===== src/rtl/tbg_pkg.sv =====
package tbg_pkg;

  localparam int PHASE_BITS     = 32;
  localparam int SINE_ADDR_BITS = 10;
  localparam int MAX_CHANNELS   = 8;

  localparam int AMPLITUDE   = 16000;
  localparam int SINE_W      = 14;
  localparam int SAMPLE_W    = 15;
  localparam int CHAN_OUT_W  = 3;
  localparam int OUT_LIMIT   = 8;
  localparam int TABLE_DEPTH = (1 << SINE_ADDR_BITS) + 1;
  localparam int ROM_AW      = SINE_ADDR_BITS + 1;
  localparam int CHAN_W      = $clog2(MAX_CHANNELS + 1);
  localparam int EFF_MAX     = (MAX_CHANNELS < OUT_LIMIT) ? MAX_CHANNELS : OUT_LIMIT;

  localparam int BLOCK_W = 11;
  localparam int BEEP_W  = 24;
  localparam int STEP_W  = 32;
  localparam int CCNT_W  = 4;
  localparam int CFG_AW  = 2;
  localparam int CFG_DW  = 32;

  localparam logic [BLOCK_W-1:0] BLOCK_RESET = BLOCK_W'(480);
  localparam logic [BEEP_W-1:0]  BEEP_RESET  = BEEP_W'(9600);
  localparam logic [STEP_W-1:0]  STEP_RESET  = STEP_W'(89478485);
  localparam logic [CCNT_W-1:0]  CCNT_RESET  = CCNT_W'(1);

  localparam longint unsigned HALF_PI_Q30 = 64'd1686629713;

  typedef longint unsigned ulong_t;

  typedef enum logic [CFG_AW-1:0] {
    REG_BLOCK_SAMPLES = 2'd0,
    REG_BEEP_SAMPLES  = 2'd1,
    REG_PHASE_STEP    = 2'd2,
    REG_CHANNEL_COUNT = 2'd3
  } cfg_reg_e;

  // per-tick info handed from the state update to the output side
  typedef struct packed {
    logic              neg;
    logic              tone;
    logic [CHAN_W-1:0] chans;
  } tick_t;

  typedef logic [SINE_W-1:0] sine_rom_t [TABLE_DEPTH];

  // shift and subtract quotient, only used while building the table
  function automatic ulong_t udiv_const(input ulong_t num, input ulong_t den);
    ulong_t q;
    ulong_t r;
    q = '0;
    r = '0;
    for (int b = 63; b >= 0; b--) begin
      r = {r[62:0], num[b]};
      if (r >= den) begin
        r    = r - den;
        q[b] = 1'b1;
      end
    end
    return q;
  endfunction

  // quarter wave: q30 taylor series up to x^17, each term truncated
  function automatic sine_rom_t build_sine_table();
    sine_rom_t t;
    ulong_t    x;
    ulong_t    x2;
    ulong_t    term;
    longint    sum;
    for (int k = 0; k < TABLE_DEPTH - 1; k++) begin
      x    = (ulong_t'(k) * HALF_PI_Q30) >> SINE_ADDR_BITS;
      x2   = (x * x) >> 30;
      term = x;
      sum  = longint'(x);
      for (int n = 1; n <= 8; n++) begin
        term = udiv_const((term * x2) >> 30, ulong_t'((2 * n) * (2 * n + 1)));
        if (n[0]) sum = sum - longint'(term);
        else sum = sum + longint'(term);
      end
      if (sum < 0) sum = 0;
      t[k] = SINE_W'((ulong_t'(sum) * ulong_t'(AMPLITUDE)) >> 30);
    end
    t[TABLE_DEPTH-1] = SINE_W'(AMPLITUDE);
    return t;
  endfunction

  // bring the 32 fraction bits of the step to the phase width
  function automatic logic [PHASE_BITS-1:0] align_step(input logic [STEP_W-1:0] s);
    logic [PHASE_BITS+STEP_W-1:0] w;
    w = {s, {PHASE_BITS{1'b0}}};
    return w[PHASE_BITS+STEP_W-1:STEP_W];
  endfunction

endpackage


===== src/rtl/tbg_out.sv =====
module tbg_out (
  input  logic                         clk_i,
  input  logic                         rst_ni,
  input  logic                         issue_i,
  input  tbg_pkg::tick_t               tick_i,
  input  logic [tbg_pkg::SINE_W-1:0]   rom_data_i,
  output logic                         ready_o,
  output logic                         valid_o,
  input  logic                         ready_i,
  output logic [tbg_pkg::SAMPLE_W-1:0] sample_o,
  output logic [tbg_pkg::CHAN_OUT_W-1:0] channel_o,
  output logic                         last_o,
  output logic                         tone_o
);
  import tbg_pkg::*;

  tick_t               s1_q;
  logic                s1_valid_q;
  logic                busy_q;
  logic [SAMPLE_W-1:0] sample_q;
  logic                tone_q;
  logic [CHAN_W-1:0]   chans_q;
  logic [CHAN_W-1:0]   chan_q;

  logic                out_fire;
  logic                out_done;
  logic                s1_move;
  logic [SAMPLE_W-1:0] mag;

  assign last_o   = (chan_q == chans_q - 1'b1);
  assign out_fire = busy_q & ready_i;
  assign out_done = out_fire & last_o;
  assign s1_move  = s1_valid_q & (~busy_q | out_done);
  assign ready_o  = ~s1_valid_q | s1_move;
  assign mag      = SAMPLE_W'(rom_data_i);

  // stage one: tick info waits beside the registered table read
  always_ff @(posedge clk_i or negedge rst_ni) begin
    if (!rst_ni) begin
      s1_valid_q <= 1'b0;
    end else begin
      s1_valid_q <= issue_i | (s1_valid_q & ~s1_move);
    end
  end

  always_ff @(posedge clk_i) begin
    if (issue_i) begin
      s1_q <= tick_i;
    end
  end

  always_ff @(posedge clk_i or negedge rst_ni) begin
    if (!rst_ni) begin
      busy_q  <= 1'b0;
      chan_q  <= '0;
      chans_q <= CHAN_W'(1);
    end else if (s1_move) begin
      busy_q  <= 1'b1;
      chan_q  <= '0;
      chans_q <= s1_q.chans;
    end else if (out_done) begin
      busy_q <= 1'b0;
    end else if (out_fire) begin
      chan_q <= chan_q + 1'b1;
    end
  end

  always_ff @(posedge clk_i) begin
    if (s1_move) begin
      tone_q   <= s1_q.tone;
      sample_q <= !s1_q.tone ? '0 : (s1_q.neg ? -mag : mag);
    end
  end

  assign valid_o   = busy_q;
  assign sample_o  = sample_q;
  assign tone_o    = tone_q;
  assign channel_o = CHAN_OUT_W'(chan_q);

  a_chan_range: assert property (@(posedge clk_i) disable iff (!rst_ni)
    busy_q |-> (chan_q < chans_q))
    else $error("channel counter beyond channel count");

  a_chan_step: assert property (@(posedge clk_i) disable iff (!rst_ni)
    out_fire && !last_o |=> busy_q && (chan_q == $past(chan_q) + 1'b1))
    else $error("channel copy skipped or repeated");

  a_s1_holds: assert property (@(posedge clk_i) disable iff (!rst_ni)
    s1_valid_q && !s1_move |=> s1_valid_q)
    else $error("pending tick lost");

  a_start_at_zero: assert property (@(posedge clk_i) disable iff (!rst_ni)
    s1_move |=> busy_q && (chan_q == '0))
    else $error("tick did not start at channel zero");

endmodule


===== config.mk =====
export PLATFORM = sky130hd
export DESIGN_NAME = tbg_out
export DESIGN_NICKNAME = d
export VERILOG_FILES = /design/src/rtl/tbg_pkg.sv /design/src/rtl/tbg_out.sv
export SDC_FILE = /design/constraint.sdc
export NUM_CORES = 1
export LEC_CHECK = 0
export BUFFER_PORTS_ARGS = -buffer_cell sky130_fd_sc_hd__buf_2
export CORE_UTILIZATION = 27
export CTS_BUF_LIST = sky130_fd_sc_hd__clkbuf_16
export DETAILED_ROUTE_END_ITERATION = 16
export PLACE_DENSITY = 0.53
export SYNTH_ARGS = -nofsm -noshare
export SYNTH_HDL_FRONTEND = slang
export SYNTH_SLANG_ARGS = --single-unit

===== constraint.sdc =====
create_clock -name clk_i -period 2.4 [get_ports clk_i]
set_input_delay 0.12 -clock clk_i [delete_from_list [all_inputs] [get_ports clk_i]]
set_output_delay 0.12 -clock clk_i [all_outputs]
set_load 0.05 [all_outputs]

==> qor.yml, run 1 <==
n_antenna_cell: 0
antenna_found_initial: 0
worst_slew_margin_rel: 0.6871
post_synth_most_frequent_cells: "22 x edfxtp_1, 15 x xnor2_1, 13 x and2_1, 9 x dfrtp_1"
synthMostInstantiatedCell: "edfxtp_1"
final.min_clock_period_ns: 2.198
asyncSetResetFlopFracSynth: 0.3125
cpPeakStageDelay_ns: 0.56
fraction_of_layout_instances_using_a_drive_strength_above_1: 0.3457
num-nets-final: 214
minimum_hold_slack_ns: 0.02093
detailedPlacementHpwl_mm: 2.351
max_freq_ghz: 0.4549
die_width_um: 80.21
cts.root.buffer_cell: "clkbuf_16"
final-setup-viol-count: 0
synth_cells: 136
post_drt_via_cell_ratio: 4.198
tritoncts: "built"
post_synth_main_area_contributors: "edfxtp_1 40%, dfrtp_1 14%, xnor2_1 8.0%"
final-max-slew-violation-count: 0
hold_class: "input pin to flip-flop"
critical_path_peak_fanout: 4
global_route.overflow_total: 0
final.fill_count: 587
postLayoutCoreUtil: 0.3597
buffer_ports.inserted: 45
die_area_um2: 6434
clock_insertion_delay_worst_skew_ns: 0.27
num_vias: 1104
design_power_total_mw: 2.529
timing.critical_path.slowest_stage_cell: "dfstp_2"
critical_path_class: "flip-flop to output port"
area_growth_syn_to_layout_pct: 28.94
final.period_utilization: 0.9159
mappedNetlistNets: 163
initial_util: 0.2790
route.detailed.drc: 0
worst-r2r-setup-slack_ns: 0.27
cts-root-to-sink-buffers: 2
clk_transition_reported_paths_ns: 0.05
drt-total-wl_mm: 3.049
synth_cell_type_count: 35
netlist.area_leader.share: 0.4000
ant_nets: 0
outcome: "finished clean"
avgRoutedWirePerCell_um: 11.59
required_time_of_the_critical_path_ns: 2.28
max-vdd-ir-drop_v: 0.0005016
post_cts_resize_count: 0
row_count: 28
setup_repair_after_global_routing_missed_its_margin: "no"
timing.clock.skew_ns: 0.002662
worst-endpoint-arrival_ns: 2.08
numCtsBuffers: 5
worst_pin_slew_ns: 0.4694
detailedRoute.firstIterationViolations: 53
p_leak_nw: 0.8829
setup_total_negative_slack_ns: 0
synth_enable_flop_cells: 22
synth-seq-area-share: 0.5523
synth_seq_cells: 32
mappedNetlistArea_um2: 1652
postSynthAreaPerCell_um2: 12.14
yosys_warnings: 0
critical_path.cell_chain: "inv_1 > ha_1 > xnor2_1 > nor3_2 > a31oi_1 > nand2_1 > buf_2"
die_outline_height_um: 80.21
grtUsageTotal: 0.1064
io-pin-count: 46
core_area_um2: 5921
cp-end-kind: "output port"
cts_num_sinks: 32
grt_first_pass_wirelength_mm: 4.912
synth_top_flop_cell: "edfxtp_1"
firstDrtPassIters: 4
grt_start_max_net_pins: 17
post-synth-top-area-cell: "edfxtp_1"
startpoint_type_of_the_worst_setup_path: "flip-flop"
drv.max_cap_violation_count: 0
final-hold-violation-count: 0
place.gp.congestion: 0.7591
number_of_h_tree_levels: 2
via_count_of_the_first_global_routing_pass: 1024
power.density_cell_area_nw_per_um2: 1187
==> placed cells by master (no fill, tap or decap) <==
| cell | count |
|---|---|
| a21boi_0 | 1 |
| a21oi_1 | 3 |
| a31oi_1 | 2 |
| and2_1 | 13 |
| buf_12 | 1 |
| buf_2 | 45 |
| buf_4 | 2 |
| clkbuf_16 | 5 |
| clkinv_1 | 1 |
| clkinvlp_4 | 2 |
| dfrtp_1 | 9 |
| dfstp_2 | 1 |
| dlygate4sd3_1 | 1 |
| edfxtp_1 | 22 |
| ha_1 | 3 |
| inv_1 | 8 |
| mux2_2 | 4 |
| mux2i_1 | 3 |
| nand2_1 | 8 |
| nand2b_1 | 3 |
| nand2b_4 | 1 |
| nand3_1 | 2 |
| nor2_1 | 4 |
| nor2b_1 | 3 |
| nor3_1 | 2 |
| nor3_2 | 1 |
| o211ai_1 | 3 |
| o21ai_0 | 4 |
| o2bb2ai_1 | 2 |
| o311a_1 | 1 |
| o31ai_1 | 4 |
| o41ai_2 | 1 |
| or2_2 | 1 |
| or3_1 | 3 |
| or3_4 | 1 |
| or4_1 | 1 |
| xnor2_1 | 15 |
| xor2_1 | 1 |
| xor3_1 | 1 |
==> power by group <==
group	switching, mW	total (mW)	internal (mW)
sequential	0.118	0.868	0.750
combinational	0.644	1.05	0.410
clock	0.227	0.606	0.379
total	0.989	2.53	1.54
==> flip-flops by register name (all words and copies together) (netlist names) <==
register    count
s1_valid_q      1
s1_q            6
sample_o       15
chan_q          4
valid_o         1
chans_q         4
tone_o          1
==> logic make-up after synthesis <==
| group | after synthesis | synth area share |
|---|---|---|
| adders and majority gates | 3 | 0.02273 |
| DFF | 32 | 0.5523 |
| muxes | 7 | 0.04545 |
| and+or+nand+nor | 43 | 0.1523 |
| buffers and inverters | 13 | 0.03636 |
| xor gates and xnor gates | 17 | 0.09924 |
| AOI/OAI and AO/OA | 21 | 0.09167 |
==> per-stage QoR <==
step           std cells  setup WS, ns  area, µm²
2_1_floorplan        136       0.09808       1652
3_3_place_gp         254        0.3216       1976
3_5_place_dp         254        0.2537       1976
4_1_cts              263        0.1645       2130
5_1_grt              263       0.08844       2130
6_report             263        0.2019       2130
==> path summary, 6_finish.rpt <==
kind / end / startpoint / depth (start not counted)
worst max-delay path: ready_o / chans_q[0] / 7
worst min-delay path: s1_q[3] / tick_i[3] / 1
worst max register to register: sample_o[11] / chans_q[0] / 8
worst min register to register: chans_q[0] / s1_q[0] / 1
max in group asynchronous: chans_q[0] / rst_ni / 2
min in group asynchronous: chan_q[1] / rst_ni / 2
==> critical path: cells and delay by family (launching register included) <==
family / cells / cell delay, ns
AOI/OAI and AO/OA: 1 / 0.15
xor gates and xnor gates: 1 / 0.14
adders and majority gates: 1 / 0.29
buffers and inverters: 2 / 0.32
DFF: 1 / 0.56
and+or+nand+nor: 2 / 0.33
==> final cells by class <==
cell class                      instances  area (µm²)  area share
Clock buffer                            5       125.1     0.05875
Clock inverter                          3       18.77    0.008813
Inverter                                8       30.03     0.01410
Multi-Input combinational cell         91       679.4      0.3190
Sequential cell                        32       912.1      0.4283
Tap cell                               75       93.84     0.04407
Timing Repair Buffer                   49       270.3      0.1269
==> metal layers <==
| metal | up-vias | wire length (µm) | GRT usage |
|---|---|---|---|
| li1 | 586 | - | - |
| met1 | 480 | 1350 | 0.1242 |
| met2 | 33 | 1472 | 0.1684 |
| met3 | 5 | 144 | 0.03523 |
| met4 | 0 | 82 | 0.06429 |
| met5 | - | 0 | 0 |
==> timing repair <==
item                                   4_1_cts  5_1_grt
endpoints found under the hold margin       10        0
hold buffers                                 1        0
setup buffers                                0        0
Note: power is estimated with default switching activity, not from simulation.
==> run 2: changes to the inputs <==
--- a/config.mk
+++ b/config.mk
@@ -10,6 +10,7 @@
 export CTS_BUF_LIST = sky130_fd_sc_hd__clkbuf_16
 export DETAILED_ROUTE_END_ITERATION = 16
 export PLACE_DENSITY = 0.53
+export RECOVER_POWER = 25
 export SYNTH_ARGS = -nofsm -noshare
 export SYNTH_HDL_FRONTEND = slang
 export SYNTH_SLANG_ARGS = --single-unit
==> run 2 against run 1 <==
Compared with the run above: clock skew unchanged; sequential cell count unchanged; non-clock buffer count unchanged; largest cell class unchanged; count of clock-buffer cells in the layout unchanged; worst hold slack unchanged; register-to-register slack about the same; die area unchanged; power barely moved; worst setup slack is the same; clock power barely moved; critical path depth stayed put.
==> qor.yml, run 2 (synthesis gave the netlist of run 1 again) <==
outcome: "finished clean"
cp-end-kind: "output port"
final_area_um2: 2127
worst_pin_slew_ns: 0.5521
cts-root-to-sink-buffers: 2
critical_path_class: "flip-flop to output port"
via_count_of_the_first_global_routing_pass: 1024
numCtsBuffers: 5
postPlaceCellArea_um2: 1976
io-pin-count: 46
setup_total_negative_slack_ns: 0
worst_slew_margin_rel: 0.6319
worst-endpoint-arrival_ns: 2.08
row_count: 28
post_drt_via_cell_ratio: 4.202
p_leak_nw: 0.8774
final.min_clock_period_ns: 2.198
required_time_of_the_critical_path_ns: 2.28
largest_register_ff_count: 15
grt_start_max_net_pins: 17
layout_common_cells: "43 x buf_2, 22 x edfxtp_1, 15 x xnor2_1, 13 x and2_1, 9 x dfrtp_1"
avgRoutedWirePerCell_um: 11.58
grtUsageTotal: 0.1064
number_of_h_tree_levels: 2
timing.clock.skew_ns: 0.002662
num-nets-final: 214
final.period_utilization: 0.9159
hold_class: "input pin to flip-flop"
antenna_found_initial: 0
drt-total-wl_mm: 3.046
die_area_um2: 6434
die_width_um: 80.21
firstDrtPassIters: 4
final-max-slew-violation-count: 0
initial_util: 0.2790
drv.max_cap_violation_count: 0
final_cells: 263
sequential_cell_area_um2: 912.1
detailedPlacementHpwl_mm: 2.351
startpoint_type_of_the_worst_setup_path: "flip-flop"
max-vdd-ir-drop_v: 0.0005016
tritoncts: "built"
place.gp.congestion: 0.7591
clock_insertion_delay_worst_skew_ns: 0.27
critical_path_peak_fanout: 4
area_growth_syn_to_layout_pct: 28.79
final-hold-violation-count: 0
core_area_um2: 5921
final.fill_count: 589
final-setup-viol-count: 0
multiInputGateArea_um2: 679.4
detailedRoute.firstIterationViolations: 53
clk_transition_reported_paths_ns: 0.05
numPlacedInstances: 254
minimum_hold_slack_ns: 0.02093
max_freq_ghz: 0.4549
ant_nets: 0
buffer_ports.inserted: 45
power.density_cell_area_nw_per_um2: 1189
mostFrequentLayoutCell: "buf_2"
grt_first_pass_wirelength_mm: 4.912
design_power_total_mw: 2.528
n_antenna_cell: 0
cts.root.buffer_cell: "clkbuf_16"
fraction_of_layout_instances_using_a_drive_strength_above_1: 0.3351
die_outline_height_um: 80.21
cts_num_sinks: 32
cts_setup_buffers: 0
num_vias: 1105
setup_repair_after_global_routing_missed_its_margin: "no"
route.detailed.drc: 0
global_route.overflow_total: 0
## run 2: changes by cell type in the layout (fill, tap and decap cells not counted), sizes merged
cell | before | now
clkbuf | 5 | 7
buf | 48 | 46
## run 2: per-layer routing
metal,global-route usage,wire length (µm)
met4,0.06429,82
met5,0,0
met2,0.1684,1473
met1,0.1242,1346
met3,0.03523,144
## run 2: final timing paths
| kind | from | slack (ns) | endpoint | depth (start not counted) |
|---|---|---|---|---|
| hold reg to reg | s1_q[0] | 0.48 | chans_q[0] | 1 |
| hold / removal | tick_i[3] | 0.02 | s1_q[3] | 1 |
| min in group asynchronous | rst_ni | 0.34 | chan_q[1] | 2 |
| max in group asynchronous | rst_ni | 1.69 | chans_q[0] | 2 |
| setup / recovery | chans_q[0] | 0.20 | ready_o | 7 |
| setup reg to reg | chans_q[0] | 0.27 | sample_o[11] | 8 |
## run 2: layout make-up
class | count | area share
Tap cell | 75 | 0.04412
Clock buffer | 5 | 0.05882
Multi-Input combinational cell | 91 | 0.3194
Timing Repair Buffer | 49 | 0.1259
Inverter | 8 | 0.01412
Clock inverter | 3 | 0.008824
Sequential cell | 32 | 0.4288
## run 2: where the power goes
group	leakage [nW]	switching, mW	internal (mW)
Combinational	0.494	0.644	0.410
Sequential	0.320	0.118	0.750
Clock	0.0635	0.227	0.379
## run 2: worst max-delay path: stages (launching register included)
cell	delay, ns
dfstp_2	0.56
inv_1	0.05
ha_1	0.29
xnor2_1	0.14
nor3_2	0.20
a31oi_1	0.15
nand2_1	0.13
buf_2	0.27
## run 2: repair_timing
action,CTS,global route
hold buffers,1,0
resized for setup,0,0
hold endpoints to repair,10,0
## run 2: stage by stage
step                        util  setup slack (ns)
final                     0.3593            0.2019
after global routing      0.3593           0.08844
after CTS                 0.3597            0.1645
after detailed placement  0.3337            0.2537
after global placement    0.3337            0.3216
after floorplan                -           0.09808
