<file path="src/rtl/tbg_pkg.sv">
package tbg_pkg;

  localparam int PHASE_BITS     = 32;
  localparam int SINE_ADDR_BITS = 10;
  localparam int MAX_CHANNELS   = 8;

  localparam int AMPLITUDE   = 16000;
  localparam int SINE_W      = 14;
  localparam int SAMPLE_W    = 15;
  localparam int CHAN_OUT_W  = 3;
  localparam int OUT_LIMIT   = 8;
  localparam int TABLE_DEPTH = (1 << SINE_ADDR_BITS) + 1;
  localparam int ROM_AW      = SINE_ADDR_BITS + 1;
  localparam int CHAN_W      = $clog2(MAX_CHANNELS + 1);
  localparam int EFF_MAX     = (MAX_CHANNELS < OUT_LIMIT) ? MAX_CHANNELS : OUT_LIMIT;

  localparam int BLOCK_W = 11;
  localparam int BEEP_W  = 24;
  localparam int STEP_W  = 32;
  localparam int CCNT_W  = 4;
  localparam int CFG_AW  = 2;
  localparam int CFG_DW  = 32;

  localparam logic [BLOCK_W-1:0] BLOCK_RESET = BLOCK_W'(480);
  localparam logic [BEEP_W-1:0]  BEEP_RESET  = BEEP_W'(9600);
  localparam logic [STEP_W-1:0]  STEP_RESET  = STEP_W'(89478485);
  localparam logic [CCNT_W-1:0]  CCNT_RESET  = CCNT_W'(1);

  localparam longint unsigned HALF_PI_Q30 = 64'd1686629713;

  typedef longint unsigned ulong_t;

  typedef enum logic [CFG_AW-1:0] {
    REG_BLOCK_SAMPLES = 2'd0,
    REG_BEEP_SAMPLES  = 2'd1,
    REG_PHASE_STEP    = 2'd2,
    REG_CHANNEL_COUNT = 2'd3
  } cfg_reg_e;

  // per-tick info handed from the state update to the output side
  typedef struct packed {
    logic              neg;
    logic              tone;
    logic [CHAN_W-1:0] chans;
  } tick_t;

  typedef logic [SINE_W-1:0] sine_rom_t [TABLE_DEPTH];

  // shift and subtract quotient, only used while building the table
  function automatic ulong_t udiv_const(input ulong_t num, input ulong_t den);
    ulong_t q;
    ulong_t r;
    q = '0;
    r = '0;
    for (int b = 63; b >= 0; b--) begin
      r = {r[62:0], num[b]};
      if (r >= den) begin
        r    = r - den;
        q[b] = 1'b1;
      end
    end
    return q;
  endfunction

  // quarter wave: q30 taylor series up to x^17, each term truncated
  function automatic sine_rom_t build_sine_table();
    sine_rom_t t;
    ulong_t    x;
    ulong_t    x2;
    ulong_t    term;
    longint    sum;
    for (int k = 0; k < TABLE_DEPTH - 1; k++) begin
      x    = (ulong_t'(k) * HALF_PI_Q30) >> SINE_ADDR_BITS;
      x2   = (x * x) >> 30;
      term = x;
      sum  = longint'(x);
      for (int n = 1; n <= 8; n++) begin
        term = udiv_const((term * x2) >> 30, ulong_t'((2 * n) * (2 * n + 1)));
        if (n[0]) sum = sum - longint'(term);
        else sum = sum + longint'(term);
      end
      if (sum < 0) sum = 0;
      t[k] = SINE_W'((ulong_t'(sum) * ulong_t'(AMPLITUDE)) >> 30);
    end
    t[TABLE_DEPTH-1] = SINE_W'(AMPLITUDE);
    return t;
  endfunction

  // bring the 32 fraction bits of the step to the phase width
  function automatic logic [PHASE_BITS-1:0] align_step(input logic [STEP_W-1:0] s);
    logic [PHASE_BITS+STEP_W-1:0] w;
    w = {s, {PHASE_BITS{1'b0}}};
    return w[PHASE_BITS+STEP_W-1:STEP_W];
  endfunction

endpackage

</file>
<file path="src/rtl/tbg_state.sv">
module tbg_state (
  input  logic                       clk_i,
  input  logic                       rst_ni,
  input  logic                       cfg_we_i,
  input  logic [tbg_pkg::CFG_AW-1:0] cfg_addr_i,
  input  logic [tbg_pkg::CFG_DW-1:0] cfg_data_i,
  input  logic                       issue_i,
  input  logic                       beep_request_i,
  output tbg_pkg::tick_t             tick_o,
  output logic [tbg_pkg::ROM_AW-1:0] rom_addr_o
);
  import tbg_pkg::*;

  logic [BLOCK_W-1:0]    block_samples_q;
  logic [BEEP_W-1:0]     beep_samples_q;
  logic [STEP_W-1:0]     phase_step_q;
  logic [CCNT_W-1:0]     channel_count_q;

  logic                  pend_q, pend_d;
  logic [BLOCK_W-1:0]    pos_q, pos_d;
  logic [BEEP_W-1:0]     left_q, left_d;
  logic [PHASE_BITS-1:0] phase_q, phase_d;
  logic                  tone_q, tone_d;

  logic                      pend_now;
  logic                      start;
  logic                      load;
  logic [BEEP_W-1:0]         left_cur;
  logic [PHASE_BITS-1:0]     phase_cur;
  logic [BLOCK_W-1:0]        blen;
  logic [BLOCK_W:0]          pos_inc;
  logic [SINE_ADDR_BITS+1:0] idx;
  logic [SINE_ADDR_BITS-1:0] kk;
  logic [CHAN_W-1:0]         chans;

  always_ff @(posedge clk_i or negedge rst_ni) begin
    if (!rst_ni) begin
      block_samples_q <= BLOCK_RESET;
      beep_samples_q  <= BEEP_RESET;
      phase_step_q    <= STEP_RESET;
      channel_count_q <= CCNT_RESET;
    end else if (cfg_we_i) begin
      case (cfg_reg_e'(cfg_addr_i))
        REG_BLOCK_SAMPLES: block_samples_q <= cfg_data_i[BLOCK_W-1:0];
        REG_BEEP_SAMPLES:  beep_samples_q  <= cfg_data_i[BEEP_W-1:0];
        REG_PHASE_STEP:    phase_step_q    <= cfg_data_i[STEP_W-1:0];
        REG_CHANNEL_COUNT: channel_count_q <= cfg_data_i[CCNT_W-1:0];
        default: ;
      endcase
    end
  end

  always_comb begin
    blen      = (block_samples_q == '0) ? BLOCK_W'(1) : block_samples_q;
    pend_now  = pend_q | beep_request_i;
    start     = (pos_q == '0);
    load      = start & pend_now;
    left_cur  = load ? beep_samples_q : left_q;
    phase_cur = load ? '0 : phase_q;
    tone_d    = start ? (left_cur != '0) : tone_q;
    left_d    = left_cur;
    if (start && tone_d) begin
      left_d = (left_cur > BEEP_W'(blen)) ? left_cur - BEEP_W'(blen) : '0;
    end
    pend_d  = start ? 1'b0 : pend_now;
    phase_d = tone_d ? phase_cur + align_step(phase_step_q) : phase_cur;
    pos_inc = {1'b0, pos_q} + 1'b1;
    pos_d   = (pos_inc >= {1'b0, blen}) ? '0 : pos_inc[BLOCK_W-1:0];
  end

  always_ff @(posedge clk_i or negedge rst_ni) begin
    if (!rst_ni) begin
      pend_q  <= 1'b0;
      pos_q   <= '0;
      left_q  <= '0;
      phase_q <= '0;
      tone_q  <= 1'b0;
    end else if (issue_i) begin
      pend_q  <= pend_d;
      pos_q   <= pos_d;
      left_q  <= left_d;
      phase_q <= phase_d;
      tone_q  <= tone_d;
    end
  end

  // top phase bits pick quadrant and table entry, odd quadrants mirrored
  always_comb begin
    idx = phase_cur[PHASE_BITS-1 -: SINE_ADDR_BITS+2];
    kk  = idx[SINE_ADDR_BITS-1:0];
    if (idx[SINE_ADDR_BITS]) begin
      rom_addr_o = ROM_AW'(1 << SINE_ADDR_BITS) - {1'b0, kk};
    end else begin
      rom_addr_o = {1'b0, kk};
    end
  end

  always_comb begin
    if (channel_count_q == '0) begin
      chans = CHAN_W'(1);
    end else if (32'(channel_count_q) > EFF_MAX) begin
      chans = CHAN_W'(EFF_MAX);
    end else begin
      chans = CHAN_W'(channel_count_q);
    end
    tick_o.neg   = idx[SINE_ADDR_BITS+1];
    tick_o.tone  = tone_d;
    tick_o.chans = chans;
  end

  a_phase_holds: assert property (@(posedge clk_i) disable iff (!rst_ni)
    !issue_i |=> $stable(phase_q))
    else $error("phase moved without an item");

  a_pend_cleared: assert property (@(posedge clk_i) disable iff (!rst_ni)
    issue_i && (pos_q == '0) |=> !pend_q)
    else $error("request still latched after block start");

  a_silence_no_step: assert property (@(posedge clk_i) disable iff (!rst_ni)
    issue_i && !tone_d && !load |=> $stable(phase_q))
    else $error("phase advanced in silence");

endmodule

</file>
<file path="config.mk">
export PLATFORM = sky130hd
export DESIGN_NAME = tbg_state
export DESIGN_NICKNAME = d
export VERILOG_FILES = /design/src/rtl/tbg_pkg.sv /design/src/rtl/tbg_state.sv
export SDC_FILE = /design/constraint.sdc
export NUM_CORES = 1
export LEC_CHECK = 0
export ABC_AREA = 1
export BUFFER_PORTS_ARGS = -buffer_cell sky130_fd_sc_hd__buf_4
export CORE_MARGIN = 5
export CORE_UTILIZATION = 55
export DETAILED_ROUTE_END_ITERATION = 12
export MAX_ROUTING_LAYER = met4
export PLACE_DENSITY = 0.73
export SLEW_MARGIN = 5
export SYNTH_ARGS = -nofsm -noshare
export SYNTH_HDL_FRONTEND = slang
export SYNTH_SLANG_ARGS = --single-unit
</file>
<file path="constraint.sdc">
create_clock -name clk_i -period 5.6 [get_ports clk_i]
set_input_delay 0 -clock clk_i [delete_from_list [all_inputs] [get_ports clk_i]]
set_output_delay 0 -clock clk_i [all_outputs]
set_load 0.05 [all_outputs]
</file>
==> results.txt, run 1 <==
final worst setup slack = 1630 ps
largest net degree at the start of global routing = 81
Final Hold Viols = 0
Pwr Total = 7760 uW
post-synth top area share = 29.0%
cell count after placement = 1673
Longest Clk Path Bufs = 2
Tcrit/Tclk final = 70.9%
core area = 18000 um^2
crit path launch = pos_q[0]$_DFFE_PN0P_
Tot GR Track Use = 27.3%
Clock H-tree levels = 4
filler instances = 1653
Mean Syn Cell Area = 7.08 um^2
clock root cell = clkbuf_16
max cap viols = 0
Netlist Area Pre-Place = 10100 um^2
status = finished, final reports clean
startpoint class of the critical path = register
Synth area leaders = dfrtp_1 29%, nand2_1 14%, inv_1 7.5%, ha_1 6.8%, o21ai_0 6.4%
reg2reg end = phase_q[24]$_DFFE_PN0P_
pwr dens = 673 nW/um^2
reg-to-reg startpoint = pos_q[0]$_DFFE_PN0P_
Synthesized Nets = 1524
Placer Congestion = 0.944
hold crit path type = in2reg
worst-margin pin slew = 1050 ps
Synth area leader = dfrtp_1
worst vdd ir = 418 uV
Cells after Synth = 1428
Final Non-Filler Cells = 1738
Achievable Freq = 252 MHz
first-pass GRT wire length = 46300 um
WL final = 28100 um
CP Max Fanout = 46
Synthesis Warnings = 0
die area = 21200 um^2
Initial Utilization = 56.1%
Slew Limit Headroom = 29.9%
share of layout cells above drive strength 1 = 11.8%
DR vias = 9540
most frequent cells in the layout = 375 x nand2_1, 202 x inv_1, 129 x o21ai_0, 117 x dfrtp_1, 91 x nor2_1
antenna-violating nets left = 0
Place WS = 1700 ps
worst reg2reg path depth = 20
Post-synth EDFFs = 0
row cnt = 49
clk sinks = 140
area delta synth->final = 14.1%
WL per Instance = 16.2 um
I/O pin count = 56
die height = 146 um
Final Net Count = 1592
IO buf count = 55
diode count = 0
DRC = 0
Clock Skew = 11.8 ps
kind of critical path = reg2reg
Reg2Reg Setup Slack = 1630 ps
CTS resizes = 0
number of global-route vias before repair = 8962
Worst-path clk slew = 70 ps
leakage power = 0.00591 uW
Worst Setup End Kind = register
main flop type after synthesis = dfrtp_1
post-synthesis sequential area ratio = 34.9%
Period minus WS final = 3970 ps
TritonCTS buffer count = 17
crit path to = phase_q[24]$_DFFE_PN0P_
total negative slack = 0 ps
most common cell after layout, fill and taps aside = nand2_1
final setup violation count = 0
later-pin clock latency in the skew report = 430 ps
#FFs+latches synth = 140
DRT iter0 DRCs = 675
Die X = 146 um
RSZ-0062 raised after global routing = no
ys async rst share = 100%
CP arrival = 4330 ps
post-DR vias/cell = 5.49
drt pass-1 iters = 5
grt ovf = 0
initial antenna violation count = 0
DP HPWL = 20200 um
Synth cell types = 49
Slew Limit Fails = 0
worst endpoint required time = 5960 ps
CTS tree = yes
[repair_timing]
item | in CTS | in global routing
buffers inserted | 0 | 0
hold endpoints to repair | 141 | 0
hold buffers | 33 | 0
[power by group]
part / switching, uW / internal [uW] / leakage, uW
Combinational: 3370 / 1670 / 0.00395
Sequential: 216 / 1350 / 0.00167
Clock: 524 / 638 / 0.000289
Total: 4110 / 3650 / 0.00591
[cells by family after synthesis]
kind of cell             share of synthesized area [%]
AND/OR/NAND/NOR                                   28.4
AO/OA/AOI/OAI                                     15.1
buffers and inverters                             10.2
flip-flops                                        34.9
adder cells (fa/ha/maj)                           7.20
XOR/XNOR                                          3.29
multiplexers                                     0.891
[worst min path at each step]
stage,from,to,slack [ps],cells after the start
floorplan,rst_ni,beep_samples_q[0]$_DFFE_PN0P_,-300,0
global placement,rst_ni,pos_q[9]$_DFFE_PN0P_,110,1
detailed placement,rst_ni,pos_q[9]$_DFFE_PN0P_,100,1
CTS,cfg_addr_i[1],channel_count_q[0]$_DFFE_PN1P_,60,3
global route,cfg_addr_i[1],channel_count_q[0]$_DFFE_PN1P_,80,3
finish,cfg_addr_i[1],channel_count_q[0]$_DFFE_PN1P_,50,3
[flip-flops by register name, summed over array words and instances (netlist names), 4 cells and up]
name,cells
block_samples_q,11
pos_q,11
left_q,24
phase_step_q,32
beep_samples_q,24
channel_count_q,4
phase_q,32
[cell usage after synthesis, types with 6 or more instances]
library cell / n
nand2_1: 375
inv_1: 202
o21ai_0: 129
dfrtp_1: 117
nor2_1: 91
a21oi_1: 87
nand3_1: 81
ha_1: 55
nand4_1: 37
clkbuf_1: 23
dfstp_2: 23
xor2_1: 22
nand2_2: 18
nor3_1: 18
o22ai_1: 18
xnor2_1: 16
o21ai_1: 10
buf_6: 8
inv_2: 8
mux2_2: 8
buf_2: 7
nor2_2: 7
nor2_4: 7
nor4_1: 6
o21bai_1: 6
[metrics by stage]
| step | cell area [um^2] | utilization (%) | hold slack (ps) |
|---|---|---|---|
| after global routing | 11500 | 64.0 | 78.9 |
| after floorplan | 10100 | - | -296 |
| after detailed placement | 10600 | 58.9 | 104 |
| after CTS | 11500 | 64.0 | 63.4 |
| after global placement | 10600 | 58.9 | 105 |
| final | 11500 | 64.0 | 49.6 |
[worst max-delay path, stage by stage, from the launching register on]
cell      delay, ps
dfrtp_1         400
inv_1           110
ha_1            200
nand2_1         100
nor2_4          240
nand3_4         140
buf_4           340
nand2_1         120
inv_1            60
ha_1            330
nand3_1         100
nand3_1         110
a21boi_0        450
o21ai_0         230
nand2_1         100
nand2_1         150
a21oi_1         260
o21ai_0         130
xor2_1          140
nand2_1          60
a21oi_1         120
[per-layer routing]
| metal | wire length, um | global-route usage [%] |
|---|---|---|
| met3 | 1280 | 3.74 |
| met4 | 481 | 6.72 |
| met1 | 13100 | 37.8 |
| met5 | 0 | - |
| met2 | 13200 | 42.8 |
[final cells by class]
class | count | area, um^2 | share of cell area, %
clock buffers | 17 | 425 | 3.69
clock inverters | 15 | 169 | 1.46
inverters | 210 | 788 | 6.83
multi-input cells | 1034 | 5550 | 48.1
flip-flops and latches | 140 | 3530 | 30.6
well taps | 229 | 287 | 2.48
repair buffers | 93 | 785 | 6.80
No activity file was read; power rests on OpenSTA's default activity.
==> run 2, diff against run 1 <==
Clock period 5.6 ns to 3.9 ns, I/O delays scaled along.
==> run 2 against run 1 <==
  * Critical path depth shrank 1
  * Utilization grew 0.71 points
  * Via count grew 2.0%
  * Cell count grew 0.81%
  * Highest routed layer unchanged
==> results.txt, run 2 (synthesis gave the netlist of run 1 again) <==
most common cell after layout, fill and taps aside = nand2_1
die height = 146 um
biggest regs = phase_q (32), phase_step_q (32)
TritonCTS buffer count = 17
first-pass GRT wire length = 47700 um
IO buf count = 55
cell count of the worst hold path = 3
area delta synth->final = 15.4%
Max stage delay on crit path = 400 ps
drt pass-1 iters = 6
CP Max Fanout = 14
initial antenna violation count = 1
Sequential Power Share = 19.7%
WL per Instance = 16.7 um
HP Start = cfg_addr_i[1]
I/O pin count = 56
Period minus WS final = 3530 ps
pwr dens = 979 nW/um^2
worst reg2reg path depth = 19
startpoint class of the critical path = register
antenna-violating nets left = 0
Longest Clk Path Bufs = 2
Worst-path clk slew = 70 ps
slowest CP cell = dfrtp_1
Placer Congestion = 0.952
Clock H-tree levels = 4
CTS tree = yes
worst vdd ir = 542 uV
Final Hold Viols = 0
post-DR vias/cell = 5.55
Initial Utilization = 56.1%
DP HPWL = 21100 um
critical-path cell list = inv_1, ha_1, inv_1, nor2_1, nand2_1, nor2_4, nand3_2, nand2_1, nand2_1, nand2_1, nor2_1, nand2_1, nor2_1, nand2_2, nand2_2, inv_1, nand2_2, a21oi_1, a21oi_1
WL final = 29200 um
worst-margin pin slew = 1030 ps
final setup violation count = 0
hold crit path type = in2reg
max cap viols = 0
switch share = 52.0%
kind of critical path = reg2reg
Fin Hold WS = 69.6 ps
most frequent cells in the layout = 375 x nand2_1, 202 x inv_1, 128 x o21ai_0, 117 x dfrtp_1, 90 x nor2_1
post-CTS setup buffer count = 0
clk sinks = 140
net switching power = 5940 uW
core area = 18000 um^2
worst endpoint required time = 4200 ps
reg-to-reg startpoint = pos_q[0]$_DFFE_PN0P_
Slew Limit Fails = 0
Tot GR Track Use = 28.3%
Comb power frac = 65.2%
leakage power = 0.00598 uW
status = finished, final reports clean
Final Util = 64.7%
DR vias = 9730
grt ovf = 0
number of global-route vias before repair = 9189
Achievable Freq = 283 MHz
Worst Setup End Kind = register
Clock Skew = 15.2 ps
CP arrival = 3830 ps
die area = 21200 um^2
total negative slack = 0 ps
row cnt = 49
internal power = 5490 uW
Final Net Count = 1605
later-pin clock latency in the skew report = 430 ps
DRT iter0 DRCs = 768
crit-path most repeated cell = nand2_1
share of layout cells above drive strength 1 = 12.5%
reg2reg end = phase_q[18]$_DFFE_PN0P_
Die X = 146 um
Slew Limit Headroom = 31.4%
final worst setup slack = 368 ps
filler instances = 1653
Hold EP = channel_count_q[0]$_DFFE_PN1P_
Place WS = 358 ps
clock root cell = clkbuf_16
Clk pwr share = 15.1%
Reg2Reg Setup Slack = 370 ps
RSZ-0062 raised after global routing = no
DRC = 0
largest net degree at the start of global routing = 74
Tcrit/Tclk final = 90.6%
run 2: changes by cell type in the layout (fill, tap and decap cells not counted), sizes merged:
cell / previous run / this run
inv: 220 / 217
clkinv: 2 / 1
diode: 0 / 1
clkbuf: 17 / 19
bufinv: 1 / 3
buf: 60 / 73
run 2: what timing repair did:
item	CTS	global route
endpoints found under the setup margin	0	2
resized for setup	0	2
hold endpoints to repair	131	0
hold buffers	33	0
run 2: per-layer routing:
metal / global-route usage, % / share of wire [%] / up-vias
met3: 4.36 / 6.4 / 42
met5: - / 0 / -
met1: 38.4 / 45 / 4551
li1: - / - / 4813
met4: 7.60 / 1.7 / 0
met2: 44.6 / 47 / 324
run 2: power by group through the flow:
| stage | registers (uW) | clock network (uW) | logic, uW |
|---|---|---|---|
| floorplan | 2160 | 0 | 5610 |
| global placement | 2250 | 0 | 7240 |
| detailed placement | 2260 | 0 | 7300 |
| CTS | 2240 | 1740 | 7380 |
| global route | 2310 | 1810 | 8290 |
| finish | 2250 | 1720 | 7450 |
run 2: per-stage QoR:
| step | total power, uW | cell area, um^2 | instances |
|---|---|---|---|
| final | 11400 | 11700 | 1752 |
| after global routing | 12400 | 11700 | 1752 |
| after CTS | 11400 | 11700 | 1751 |
| after detailed placement | 9560 | 10700 | 1686 |
| after global placement | 9490 | 10700 | 1686 |
| after floorplan | 7770 | 10100 | 1428 |
run 2: critical path: cells and delay by family (launching register included):
| kind | cells | cell delay, ps |
|---|---|---|
| fa+ha+maj | 1 | 220 |
| flops | 1 | 400 |
| compound gates | 2 | 350 |
| simple gates | 13 | 1910 |
| buf+inv | 3 | 500 |
run 2: worst max path at each step:
stage	from	endpoint	slack, ps	depth (start not counted)
3_3_place_gp	pos_q[0]$_DFFE_PN0P_	left_q[18]$_DFFE_PN0P_	490	24
3_5_place_dp	pos_q[0]$_DFFE_PN0P_	phase_q[31]$_DFFE_PN0P_	360	22
2_1_floorplan	pos_q[0]$_DFFE_PN0P_	phase_q[24]$_DFFE_PN0P_	40	24
4_1_cts	pos_q[0]$_DFFE_PN0P_	phase_q[31]$_DFFE_PN0P_	320	22
6_report	pos_q[0]$_DFFE_PN0P_	phase_q[18]$_DFFE_PN0P_	370	19
5_1_grt	pos_q[0]$_DFFE_PN0P_	left_q[13]$_DFFE_PN0P_	60	22
run 2: final cells by class:
type,instances,area [um^2],area share [%]
multi-input combinational,1034,5550,47.6
sequential,140,3530,30.3
timing repair buffer,106,895,7.67
inverter,210,788,6.76
clock buffer,19,433,3.71
tap,229,287,2.46
clock inverter,13,175,1.50
antenna,1,2.50,0.0215
